$ cat src/sv/lphp_pkg.sv
// Package with types and constants of the loader packet header parser.
`default_nettype none
package lphp_pkg;

  localparam int unsigned HDR_LEN = 9;

  localparam logic [7:0] CMD_READ   = 8'd0;
  localparam logic [7:0] CMD_WRITE  = 8'd1;
  localparam logic [7:0] CMD_ERASE  = 8'd2;
  localparam logic [7:0] CMD_UNLOAD = 8'd3;
  localparam logic [7:0] CMD_LOAD   = 8'd4;

  localparam logic KIND_BODY    = 1'b0;
  localparam logic KIND_COMMAND = 1'b1;

  localparam logic STATUS_OK          = 1'b0;
  localparam logic STATUS_UNSUPPORTED = 1'b1;

  typedef struct packed {
    logic        kind;
    logic [15:0] body_index;
    logic [7:0]  body_byte;
    logic [7:0]  command_code;
    logic [31:0] page_address;
    logic [15:0] page_words;
    logic        status;
    logic        last;
  } result_t;

  function automatic logic cmd_status(input logic [7:0] cmd, input logic had_body);
    logic ok;
    if (had_body) begin
      ok = (cmd == CMD_WRITE);
    end else begin
      ok = (cmd == CMD_READ) || (cmd == CMD_ERASE) || (cmd == CMD_UNLOAD) ||
           (cmd == CMD_LOAD);
    end
    return ok ? STATUS_OK : STATUS_UNSUPPORTED;
  endfunction

endpackage
`default_nettype wire

$ cat src/sv/loader_packet_header_parser_top.sv
// Top level of the loader packet header parser: header collection, body count, result queue.
// Results are registered in the result queue when their byte is taken and leave it in order.
// Throughput: one byte per cycle while in_tready is high; a packet's final body byte yields
// two words, drained one per cycle while out_tready is high from a three-entry result queue.
// in_tready is high while the queue holds at most one word.
// Reset (rst_n low, synchronous) clears the parser to header collection and empties the queue.
`default_nettype none
module loader_packet_header_parser_top (
  input  wire logic        clk,
  input  wire logic        rst_n,
  input  wire logic        in_tvalid,
  output logic             in_tready,
  input  wire logic [7:0]  in_tdata,   // [7:0] data_byte
  output logic             out_tvalid,
  input  wire logic        out_tready,
  output logic [87:0]      out_tdata,  // [15:0] body_index, [23:16] body_byte,
                                       // [31:24] command_code, [63:32] page_address,
                                       // [79:64] page_words, [80] status, [87:81] zero
  output logic             out_tuser,  // [0] kind
  output logic             out_tlast   // last
);

  localparam logic [3:0]  HDR_LAST = 4'(lphp_pkg::HDR_LEN - 1);
  localparam logic [15:0] HDR_LEN16 = 16'(lphp_pkg::HDR_LEN);

  logic              in_body_r, in_body_nxt;
  logic [3:0]        hcount_r, hcount_nxt;
  logic [7:0]        hdr_r [lphp_pkg::HDR_LEN];
  logic [15:0]       remain_r, remain_nxt;
  logic [15:0]       bcount_r, bcount_nxt;

  lphp_pkg::result_t q_r [3];
  logic [1:0]        wr_ptr_r, wr_ptr_nxt;
  logic [1:0]        rd_ptr_r, rd_ptr_nxt;
  logic [1:0]        count_r, count_nxt;

  logic              in_acc, out_acc;
  logic              push0, push1;
  lphp_pkg::result_t res0, res1;
  logic [15:0]       len;
  logic [15:0]       remain_dec;

  function automatic logic [1:0] inc3(input logic [1:0] p);
    return (p == 2'd2) ? 2'd0 : p + 2'd1;
  endfunction

  assign in_tready = (count_r <= 2'd1);
  assign in_acc    = in_tvalid & in_tready;
  assign out_tvalid = (count_r != 2'd0);
  assign out_acc   = out_tvalid & out_tready;

  assign len        = {hdr_r[2], hdr_r[1]};
  assign remain_dec = remain_r - 16'd1;

  always_comb begin
    in_body_nxt = in_body_r;
    hcount_nxt  = hcount_r;
    remain_nxt  = remain_r;
    bcount_nxt  = bcount_r;
    push0       = 1'b0;
    push1       = 1'b0;
    res0        = '0;
    res1        = '0;
    if (in_acc) begin
      if (!in_body_r) begin
        hcount_nxt = hcount_r + 4'd1;
        if (hcount_r == HDR_LAST) begin
          hcount_nxt = 4'd0;
          bcount_nxt = 16'd0;
          remain_nxt = (len < HDR_LEN16) ? 16'd0 : len - HDR_LEN16;
          if (remain_nxt != 16'd0) begin
            in_body_nxt = 1'b1;
          end else begin
            push0              = 1'b1;
            res0.kind          = lphp_pkg::KIND_COMMAND;
            res0.command_code  = hdr_r[0];
            res0.page_address  = {hdr_r[6], hdr_r[5], hdr_r[4], hdr_r[3]};
            res0.page_words    = {in_tdata, hdr_r[7]};
            res0.status        = lphp_pkg::cmd_status(hdr_r[0], 1'b0);
            res0.last          = 1'b1;
          end
        end
      end else begin
        remain_nxt      = remain_dec;
        push0           = 1'b1;
        res0.kind       = lphp_pkg::KIND_BODY;
        res0.body_index = bcount_r;
        res0.body_byte  = in_tdata;
        if (remain_dec != 16'd0) begin
          res0.last  = 1'b1;
          bcount_nxt = bcount_r + 16'd1;
        end else begin
          res0.last          = 1'b0;
          push1              = 1'b1;
          res1.kind          = lphp_pkg::KIND_COMMAND;
          res1.command_code  = hdr_r[0];
          res1.page_address  = {hdr_r[6], hdr_r[5], hdr_r[4], hdr_r[3]};
          res1.page_words    = {hdr_r[8], hdr_r[7]};
          res1.status        = lphp_pkg::cmd_status(hdr_r[0], 1'b1);
          res1.last          = 1'b1;
          in_body_nxt        = 1'b0;
          bcount_nxt         = 16'd0;
        end
      end
    end
  end

  always_comb begin
    wr_ptr_nxt = wr_ptr_r;
    if (push1) begin
      wr_ptr_nxt = inc3(inc3(wr_ptr_r));
    end else if (push0) begin
      wr_ptr_nxt = inc3(wr_ptr_r);
    end
    rd_ptr_nxt = out_acc ? inc3(rd_ptr_r) : rd_ptr_r;
    count_nxt  = count_r + {1'b0, push0} + {1'b0, push1} - {1'b0, out_acc};
  end

  always_ff @(posedge clk) begin
    if (!rst_n) begin
      in_body_r <= 1'b0;
      hcount_r  <= 4'd0;
      remain_r  <= 16'd0;
      bcount_r  <= 16'd0;
      wr_ptr_r  <= 2'd0;
      rd_ptr_r  <= 2'd0;
      count_r   <= 2'd0;
    end else begin
      in_body_r <= in_body_nxt;
      hcount_r  <= hcount_nxt;
      remain_r  <= remain_nxt;
      bcount_r  <= bcount_nxt;
      wr_ptr_r  <= wr_ptr_nxt;
      rd_ptr_r  <= rd_ptr_nxt;
      count_r   <= count_nxt;
    end
  end

  always_ff @(posedge clk) begin
    if (!rst_n) begin
      for (int i = 0; i < lphp_pkg::HDR_LEN; i++) begin
        hdr_r[i] <= 8'd0;
      end
    end else if (in_acc && !in_body_r) begin
      hdr_r[hcount_r] <= in_tdata;
    end
  end

  always_ff @(posedge clk) begin
    if (push0) begin
      q_r[wr_ptr_r] <= res0;
    end
    if (push1) begin
      q_r[inc3(wr_ptr_r)] <= res1;
    end
  end

  assign out_tdata = {7'd0, q_r[rd_ptr_r].status, q_r[rd_ptr_r].page_words,
                      q_r[rd_ptr_r].page_address, q_r[rd_ptr_r].command_code,
                      q_r[rd_ptr_r].body_byte, q_r[rd_ptr_r].body_index};
  assign out_tuser = q_r[rd_ptr_r].kind;
  assign out_tlast = q_r[rd_ptr_r].last;

endmodule
`default_nettype wire

$ cat config.mk
export PLATFORM = sky130hd
export DESIGN_NAME = loader_packet_header_parser_top
export DESIGN_NICKNAME = d
export VERILOG_FILES = /design/src/sv/lphp_pkg.sv /design/src/sv/loader_packet_header_parser_top.sv
export SDC_FILE = /design/constraint.sdc
export NUM_CORES = 1
export LEC_CHECK = 0
export BUFFER_PORTS_ARGS = -buffer_cell sky130_fd_sc_hd__buf_4
export CAP_MARGIN = 5
export CORE_MARGIN = 10
export CORE_UTILIZATION = 63
export DETAILED_ROUTE_END_ITERATION = 6
export HOLD_SLACK_MARGIN = 0.08
export PLACE_DENSITY_LB_ADDON = 0.25
export SYNTH_ARGS = -nofsm -noshare
export SYNTH_HDL_FRONTEND = slang
export SYNTH_SLANG_ARGS = --single-unit
$ cat constraint.sdc
create_clock -name clk -period 10.55 [get_ports clk]
set_clock_uncertainty 0.1 [all_clocks]
set_input_delay 0.5275 -clock clk [delete_from_list [all_inputs] [get_ports clk]]
set_output_delay 0.5275 -clock clk [all_outputs]
set_load 0.1 [all_outputs]
Yosys cells after proc, flatten, opt, wreduce, memory -nomap -nowiden
Memories as Yosys holds them, arrays and structs flattened. A register that Yosys moved wholly into a read port is not among the register bits.
Index checks and enable logic that the tools add are counted.
- $add $sub $neg: 10
- order comparisons: 2
- equality and inequality tests: 8
- muxes and demuxes: 55
- bitwise operators: 3
- reduce and logical (&&, ||, !) cells: 14
- operators by type and width (cell ; number):
    $mux W58 ; 5
    $mux W16 ; 6
    $mux W83 ; 1
    $mux W57 ; 1
    $reduce_bool A16 Y1 ; 2
    $mux W1 ; 31
    $mux W24 ; 1
    $add A16 B1 Y16 const B ; 1
    $eq A8 B2 Y1 const B ; 2
    $lt A16 B4 Y1 const B ; 1
    $sub A16 B1 Y16 const B ; 1
    $sub A16 B4 Y16 const B ; 1
    $mux W2 ; 7
    $eq A8 B1 Y1 const B ; 1
    $eq A8 B3 Y1 const B ; 1
    $logic_not A8 Y1 ; 1
    $mux W4 ; 2
    $mux W8 ; 1
    $reduce_or A8 Y1 ; 1
    $add A2 B1 Y2 const B ; 3
    $eq A2 B2 Y1 const B ; 3
    $reduce_bool A2 Y1 ; 3
    $add A2 B1 Y2 ; 2
    $add A4 B1 Y4 const B ; 1
    other kinds (9) ; 13
- bits in registers: 43
- memory bits (writable): 321
- output and inout bits: 92
- memories: 2
- memories (name ; words ; width ; read ports ; clocked after Yosys merged registers in ; wr ports ; RTL line ; source):
    q_r ; 3 ; 83 ; 1 ; 1 ; 2 ; loader_packet_header_parser_top.sv:32 ; lphp_pkg::result_t q_r [3];
    hdr_r ; 9 ; 8 ; 9 ; 0 ; 9 ; loader_packet_header_parser_top.sv:28 ; logic [7:0] hdr_r [lphp_pkg::HDR_LEN];

Longest topological paths before layout
Gate-level depths: netlist (run 1).
An unclocked memory read counts as a cell.
- depth after elaboration: 14
- gate-level depth with buffers: 14

Worst setup path after synthesis (run 1)
No wires, ideal clock.
- path kind: reg2reg
- start: memory hdr_r[2][0]
- end: memory q_r[0][0] in the netlist's numbering (enable)
- data arrival time: 3.846 ns
- data required time: 10.037 ns
- slack: 6.191 ns
- stages on the path, launching flop included: 10
- buffers on the path: 1
- path through: edfxtp_1 -> or4_4 -> a2111oi_4 -> nand2_2 -> a21oi_1 -> nand3_2 -> nor3_2 -> a21oi_1 -> buf_2 -> inv_1
- RTL lines (what ; RTL line):
    from (decl) ; loader_packet_header_parser_top.sv:28
    to (decl) ; loader_packet_header_parser_top.sv:32

==> metrics, run 1 <==
via/cell ratio roughly 6; Psw around 1.2 mW; Setup TNS Final 0 ns; Slew Limit Fails 0; Worst-Skew Late Latency 0.52 ns; share of synthesized registers carrying an async set or reset 0%; startpoint types register; crit-path max FO approximately 60; Routability Congestion around 0.87; Reg clk slew, reported paths ~0.060 ns; critical path type register to register; 1st-iter DRT viols 840; Max clock buf depth 3; P_leak around 6.5 nW; CTS tree yes; initial core utilization 64.5%; Slew @ Worst Pin about 1.3 ns; Seq/Total Area, Yosys between 50% and 60%; clock share of power about 33%; Post-DP HPWL ~23 mm; Fmax approximately 230 MHz; core box area 25,400 um2; vias in the first global route roughly 11,000; outcome finished clean; total track usage between 20% and 30%; Syn. warnings 0; DR WL/cell 20.4 um; DP Cell Count around 1,800; top-count cell post-synth edfxtp_1; Die Wd about 180 um; Crit path arrival time between 4 and 5 ns; Tmin final roughly 4.3 ns; most instantiated cells after synthesis edfxtp_1, nor2b_1, nand2_1; hold_buf cts 0; sw frac 34.1%; # nets final roughly 1,500; gr busiest metal met2; top cells by area, synth edfxtp_1, dfxtp_1, nor2b_1; first-pass GRT wire length roughly 59 mm; power share of the sequential group ~43%; Pwr per Cell Area 200 nW/um2; filler-free cell count of the finished design around 1,800; Comb power frac between 20% and 30%; H-tree depth 2; CP Capture Type register; Antenna Nets Post-Route 0; largest net degree at the start of global routing a little over 90; WL final roughly 37 mm; Syn Area/Cell between 10 and 15 um2; WHS 0.311 ns; antenna cells 0; M1 GR Usage between 20% and 30%; mapped cell area between 15,000 and 20,000 um2; critical path, cell by cell inv_1, ha_1, nor4b_2, xor2_1, or3_1, a22oi_1, and4_1, or2_2, a21oi_2, buf_4, inv_2, buf_4; worst rel slew slack ~16%; max-cap violations 0; end-of-flow core utilization 72.2%; area grow syn2layout 12.0%; share of post-route cells with drive strength above 1 between 10% and 20%; critical path's most frequent cell buf_4; CTS Buf Count 37; RSZ-0062 raised after global routing no; part of the cycle the worst path needs 40.4%; post-CTS setup buffer count 0; Die Y ~180 um; clock root buffer clkbuf_16; grt ovf 0; row count 58; Synth area leader edfxtp_1; via count approximately 11,000; Crit path largest cell delay slightly below 0.7 ns; met3 usage approximately 4%; Hold Path Class input port to register; Port-buffer cells 96; Total Power roughly 3.7 mW; Max VDD drop 0.000174 V; post-CTS resize count 0; I/O pins roughly 100; clock sinks approximately 370; slowest library cell on the worst path buf_4; Seq cells post-synth 366; Die Area ~33,000 um2; EDFF count, synth 249; initial antenna violation count 2; prevailing post-synth register cell edfxtp_1; met2 usage 36.2%; DRT Pass-1 Iters 6; Internal 2.41 mW; Unique masters post-synth between 60 and 70; DRC 0; top cell type's share of synthesized area 45.7%; CP required 10.59 ns; count of final setup violators 0; Post-Synthesis Cells between 1,000 and 1,500; final hold violation count 0
[cell families after synthesis]
kind of cell               share of synthesized area (%)
and+or+nand+nor                                     17.1
adders and majority gates                          0.810
xor gates and xnor gates                            1.71
buffers and inverters                               3.29
DFF                                                 60.0
muxes                                               5.33
AOI/OAI and AO/OA                                   11.7
other                                             0.0229
[through the flow]
stage | instance area [um2] | setup WS (ns)
floorplan | 16400 | 6.19
global placement | 17200 | 6.41
detailed placement | 17200 | 6.36
CTS | 18300 | 6.33
global route | 18300 | 6.06
finish | 18300 | 6.29
[power groups by stage]
stage	clock [mW]	combinational [mW]	sequential [mW]
final	1.19	0.882	1.59
after global routing	1.26	0.915	1.59
after CTS	1.20	0.886	1.59
after detailed placement	0	0.885	1.62
after global placement	0	0.879	1.61
after floorplan	0	0.721	1.59
[area by class of cell]
cell class,instances,area (um2)
tap,330,413
inverter,21,78.8
clock inverter,17,88.8
sequential,366,9830
fill,1753,7060
clock buffer,47,1000
timing repair buffer,114,856
multi-input combinational,926,6070
[cells in the final DEF, fill, tap and decap left out, types with 14 or more instances in the layout]
cell type,n
and3_1,77
nor2b_1,151
buf_4,114
dfxtp_1,115
xor2_1,21
clkbuf_16,38
a22o_1,96
mux2i_1,86
or3_1,14
o21ai_0,107
inv_1,17
edfxtp_1,249
a21oi_1,25
nand3_1,18
nand2_1,120
nor2_1,58
[registers in the layout, indices dropped and copies added, names as in the netlist, named ones only]
register	count
q_r	249
hdr_r	72
bcount_r	16
remain_r	16
hcount_r	4
count_r	2
rd_ptr_r	2
wr_ptr_r	2
in_body_r	1
[per-layer routing]
layer | vias up | routed length (um) | part of all wire, %
li1 | 5227 | - | -
met2 | 375 | 17600 | 47
met1 | 5361 | 15800 | 43
met3 | 89 | 2470 | 6.7
met5 | - | 13 | 0.035
met4 | 2 | 1240 | 3.3
[worst max-delay path: cells and delay by family, from the launching register on]
family / cells / cell delay [ns]
fa+ha+maj: 1 / 0.30
simple gates: 4 / 1.49
flops: 1 / 0.33
compound gates: 2 / 0.39
buf+inv: 4 / 1.09
xor+xnor: 1 / 0.12
[worst paths after layout]
check | start | end | slack (ns) | cells past startpoint
max reg2reg | remain_r[0] | q_r[1][38] | 6.29 | 12
min | rst_n | remain_r[9] | 0.31 | 3
min reg2reg | q_r[0][78] | q_r[0][78] | 0.37 | 1
max | remain_r[0] | q_r[1][38] | 6.29 | 12
No activity file was read; power rests on OpenSTA's default activity.
==> run 2, diff against run 1 <==
--- a/config.mk
+++ b/config.mk
@@ -8,7 +8,7 @@
 export BUFFER_PORTS_ARGS = -buffer_cell sky130_fd_sc_hd__buf_4
 export CAP_MARGIN = 5
 export CORE_MARGIN = 10
-export CORE_UTILIZATION = 63
+export CORE_UTILIZATION = 55
 export DETAILED_ROUTE_END_ITERATION = 6
 export HOLD_SLACK_MARGIN = 0.08
 export PLACE_DENSITY_LB_ADDON = 0.25
==> constraint.sdc (replaced) <==
create_clock -name clk -period 3.4 [get_ports clk]
set_clock_uncertainty 0.1 [all_clocks]
set_input_delay 0.17 -clock clk [delete_from_list [all_inputs] [get_ports clk]]
set_output_delay 0.17 -clock clk [all_outputs]
set_load 0.1 [all_outputs]
==> metrics, run 2 (synthesized netlist as in run 1, its figures left out) <==
outcome finished clean; Pwr per Cell Area 602 nW/um2 (+200%); Slew Limit Fails 0 (unchanged); via/cell ratio 5.80 (-4.5%); DRT Pass-1 Iters 5 (-1); initial core utilization 55.5% (-8.9 points); Max VDD drop 0.000735 V (+320%); CTS tree yes; critical path type register to register; clock root buffer clkbuf_16; Setup TNS Final 0 ns (unchanged); via count 11,238 (+1.7%); WHS 0.332 ns (+0.0220 ns); commonest non-fill, non-tap cell in the layout edfxtp_1; critical path, cell by cell or4_4, a2111oi_4, and3b_1, nor3_2, a31oi_4, buf_4, nor4_2, nor3_2, clkinvlp_4, buf_12, buf_12; worst rel slew slack 29.3% (+13 points); design area 19,200 um2 (+4.4%); 1st-iter DRT viols 845 (+0.60%); DRC 0 (unchanged); Die Wd 193 um (+6.3%); H-tree depth 2 (unchanged); WP buf/inv 4 (unchanged); row count 63 (+8.6%); final worst slack 0.103 ns (-6.19 ns); DR WL/cell 20.1 um (-1.3%); Placement Setup Slack 0.0804 ns (-6.28 ns); R2R setup slack 0.10 ns (-6.19 ns); Placement Cell Area 17,900 um2 (+3.6%); crit-path max FO 22 (-63%); Fmax 303 MHz (+29%); most frequent cells in the layout edfxtp_1, nor2b_1, buf_4; area grow syn2layout 17.0%; Largest regs q_r x249, hdr_r x72; Hold Path Class input port to register; CP required 3.58 ns (-7.01 ns); slowest library cell on the worst path or4_4; I/O pins 104 (unchanged); Antenna Nets Post-Route 0 (unchanged); # nets final 1,545 (+3.8%); total track usage 21.2% (-0.66 points); Max clock buf depth 3 (unchanged); count of final setup violators 0 (unchanged); P_leak 6.82 nW (+5.6%); grt ovf 0 (unchanged); startpoint types register; antenna cells 0 (unchanged); Crit path max-delay family simple AND/OR/NAND/NOR gates; Post-DP HPWL 24.6 mm (+8.4%); first-pass GRT wire length 62.2 mm (+5.9%); Crit path largest cell delay 0.59 ns (-0.09 ns); initial antenna violation count 0 (-2); Worst-Skew Late Latency 0.53 ns (about the same); part of the cycle the worst path needs 97.0% (+57 points); WL final 39.0 mm (+5.1%); clock sinks 366 (unchanged); Port-buffer cells 96 (unchanged); Die Area 37,100 um2 (+13%); max reg flops 249 (unchanged); share of post-route cells with drive strength above 1 15.9% (+3.1 points); Slew @ Worst Pin 1.05 ns (-0.199 ns); Tmin final 3.30 ns (-0.960 ns); core box area 29,500 um2 (+16%); largest net degree at the start of global routing 73 (-22%); max-cap violations 0 (unchanged); vias in the first global route 11,447 (+4.9%); Die Y 193 um (+6.3%); final hold violation count 0 (unchanged); CP Capture Type register; Routability Congestion 0.890 (+2.1%); RSZ-0062 raised after global routing yes; Reg clk slew, reported paths 0.06 ns (about the same); Most flops, register q_r; Crit path arrival time 3.48 ns (-0.81 ns); CTS Buf Count 38 (+2.7%)
run 2: cell types whose count changed in the layout (fill, tap and decap cells not counted), sizes merged:
| cell | before | now |
|---|---|---|
| clkinv | 17 | 11 |
| inv | 21 | 20 |
| buf | 114 | 160 |
| clkbuf | 47 | 52 |
| dlygate4sd3 | 0 | 10 |
| clkinvlp | 0 | 4 |
run 2: stage by stage:
stage / power [mW] / util, % / cells
CTS: 11.6 / 64.8 / 1935
detailed placement: 7.84 / 60.6 / 1859
floorplan: 7.20 / - / 1426
global placement: 7.82 / 60.6 / 1859
finish: 11.5 / 65.0 / 1939
global route: 11.9 / 65.0 / 1939
run 2: tightest hold or removal path, delay by kind of cell:
family | cells | cell delay [ns]
simple gates | 3 | 0.48
xor+xnor | 1 | 0.17
buf+inv | 1 | 0.10
run 2: where the power goes:
| part | internal, mW | switching, mW | total (mW) |
|---|---|---|---|
| Sequential | 4.80 | 0.123 | 4.92 |
| Combinational | 0.641 | 2.17 | 2.81 |
| Clock | 2.14 | 1.65 | 3.79 |
run 2: cell type report:
type,count,area (um2)
sequential,366,9830
clock inverter,14,88.8
clock buffer,52,1030
tap,390,488
inverter,21,90.1
fill,2245,10300
multi-input combinational,926,6180
timing repair buffer,170,1450
run 2: routing by layer:
layer	part of all wire, %	GRT usage, %
met3	6.7	4.05
met1	43	27.3
met5	0	0
met4	2.9	7.33
met2	48	35.0
run 2: repair_timing:
item	4_1_cts	5_1_grt
setup buffers	0	4
hold endpoints to repair	72	0
resized for setup	0	3
setup endpoints to repair	0	168
hold buffers	10	0
run 2: worst paths after layout:
path / depth (start not counted) / start / to
worst max-delay path: 11 / hdr_r[2][2] / q_r[2][32]
worst min-delay path: 5 / in_tvalid / hcount_r[0]
worst max register to register: 11 / hdr_r[2][2] / q_r[2][32]
worst min register to register: 1 / q_r[2][58] / q_r[2][58]
==> run 3, diff against run 2 <==
--- a/config.mk
+++ b/config.mk
@@ -9,9 +9,12 @@
 export CAP_MARGIN = 5
 export CORE_MARGIN = 10
 export CORE_UTILIZATION = 55
+export CTS_CLUSTER_DIAMETER = 40
 export DETAILED_ROUTE_END_ITERATION = 6
 export HOLD_SLACK_MARGIN = 0.08
 export PLACE_DENSITY_LB_ADDON = 0.25
+export REMOVE_ABC_BUFFERS = 1
+export SLEW_MARGIN = 15
 export SYNTH_ARGS = -nofsm -noshare
 export SYNTH_HDL_FRONTEND = slang
 export SYNTH_SLANG_ARGS = --single-unit
==> metrics, run 3 (synthesized netlist as in run 1, its figures left out) <==
initial core utilization 55.5% (unchanged); Pwr per Cell Area 655 nW/um2 (+8.8%); vias in the first global route 11,516 (+0.60%); Slew @ Worst Pin 0.710 ns (-0.344 ns); M1 GR Usage 27.6% (+0.28 points); Largest regs q_r x249, hdr_r x72; sw frac 31.9% (-2.3 points); count of final setup violators 0 (unchanged); DRC 0 (unchanged); Die Area 37,100 um2 (unchanged); Setup TNS Final 0 ns (unchanged); met3 usage 3.67% (-0.38 points); power share of the sequential group 38.2% (-4.5 points); DR WL/cell 20.1 um (about the same); Total Power 12.9 mW (+12%); P_leak 7.10 nW (+4.1%); CP Capture Type register; Antenna Nets Post-Route 0 (unchanged); Fmax 307 MHz (+1.3%); via/cell ratio 5.81 (+0.20%); worst rel slew slack 52.6% (+23 points); outcome finished clean; Die Y 193 um (unchanged); final hold violation count 0 (unchanged); Worst-Skew Late Latency 0.54 ns (about the same); part of the cycle the worst path needs 95.7% (-1.3 points); critical path type register to register; area grow syn2layout 20.3%; Most flops, register q_r; max-cap violations 0 (unchanged); Placement Setup Slack 0.0145 ns (-0.0660 ns); clock root buffer clkbuf_16; H-tree depth 2 (unchanged); CTS Buf Count 45 (+18%); Max VDD drop 0.000542 V (-26%); crit-path max FO 5 (-77%); Routability Congestion 0.867 (-2.5%); Hold Path Class input port to register; via count 11,412 (+1.5%); Psw 4.12 mW (+4.3%); commonest non-fill, non-tap cell in the layout edfxtp_1; Die Wd 193 um (unchanged); initial antenna violation count 1 (+1); DRT Pass-1 Iters 5 (unchanged); Tmin final 3.25 ns (-0.0431 ns); met2 usage 35.8% (+0.80 points); DP Cell Count 1,868 (+0.48%); total track usage 21.2% (+0.041 points); 1st-iter DRT viols 916 (+8.4%); core box area 29,500 um2 (unchanged); CTS tree yes; clock sinks 366 (unchanged); share of post-route cells with drive strength above 1 17.8% (+1.9 points); Slew Limit Fails 0 (unchanged); clock share of power 40.2% (+7.3 points); Reg clk slew, reported paths 0.06 ns (about the same); Port-buffer cells 96 (unchanged); Max clock buf depth 3 (unchanged); max reg flops 249 (unchanged); # nets final 1,561 (+1.0%); final worst slack 0.146 ns (+0.0431 ns); WL final 39.5 mm (+1.3%); Comb power frac 21.6% (-2.8 points); filler-free cell count of the finished design 1,965 (+1.3%); startpoint types register; gr busiest metal met2; first-pass GRT wire length 62.7 mm (+0.84%); antenna cells 0 (unchanged); largest net degree at the start of global routing 69 (-5.5%); I/O pins 104 (unchanged); Internal 8.78 mW (+16%); CP required 3.73 ns (+0.15 ns); most frequent cells in the layout edfxtp_1, buf_4, nor2b_1; row count 63 (unchanged); Post-DP HPWL 24.4 mm (-0.71%); grt ovf 0 (unchanged); Crit path arrival time 3.58 ns (+0.10 ns)
run 3: cell types whose count changed in the layout (fill, tap and decap cells not counted), moves of 3 or more:
cell	before	now
buf_4	148	156
bufinv_16	0	10
clkbuf_1	12	6
clkbuf_16	39	47
clkinv_1	9	1
clkinv_2	1	10
inv_2	0	3
o21ai_0	37	107
o21ai_1	71	1
run 3: cell type report:
class,instances,area (um2)
well taps,390,488
inverters,21,78.8
fillers,2204,9790
repair buffers,179,1530
flip-flops and latches,366,9830
clock buffers,55,1230
multi-input cells,926,6110
clock inverters,28,428
run 3: stage by stage:
step,hold WS (ns),instance area [um2],utilization (%)
6_report,0.293,19700,66.8
5_1_grt,0.359,19700,66.8
4_1_cts,0.267,19600,66.5
3_5_place_dp,0.356,17900,60.6
3_3_place_gp,0.355,17900,60.6
2_1_floorplan,0.192,15900,-
run 3: final timing paths:
path | start | to | slack, ns | depth (start not counted)
min reg2reg | q_r[0][62] | q_r[0][62] | 0.37 | 1
max reg2reg | hdr_r[1][5] | count_r[1] | 0.15 | 12
min | in_tvalid | remain_r[13] | 0.29 | 5
max | hdr_r[1][5] | count_r[1] | 0.15 | 12
run 3: power by group through the flow:
stage | registers, mW | logic (mW) | clock network, mW
floorplan | 5.05 | 2.16 | 0
global route | 4.94 | 2.90 | 5.45
detailed placement | 5.02 | 2.78 | 0
global placement | 5.02 | 2.76 | 0
finish | 4.93 | 2.79 | 5.18
CTS | 4.93 | 2.80 | 5.24
run 3: worst max-delay path, cell delays in order, from the launching register on:
cell	delay (ns)
edfxtp_1	0.44
or3_1	0.46
a2111oi_4	0.34
buf_4	0.19
mux2i_2	0.29
nand3_2	0.14
nor3_2	0.21
nor2_1	0.07
ha_1	0.27
inv_1	0.04
fa_1	0.37
xnor2_1	0.17
nor2_1	0.05
run 3: timing repair:
action                                  in CTS  in global routing
buffers inserted                             0                  4
hold buffers                                10                  0
resized for setup                            0                  6
endpoints found under the setup margin       0                137
hold endpoints to repair                    85                  0
run 3: metal layers:
metal	vias to the layer above	wire, um
met5	-	0
met4	0	765
met3	73	2770
met2	363	19400
met1	5566	16500
li1	5410	-
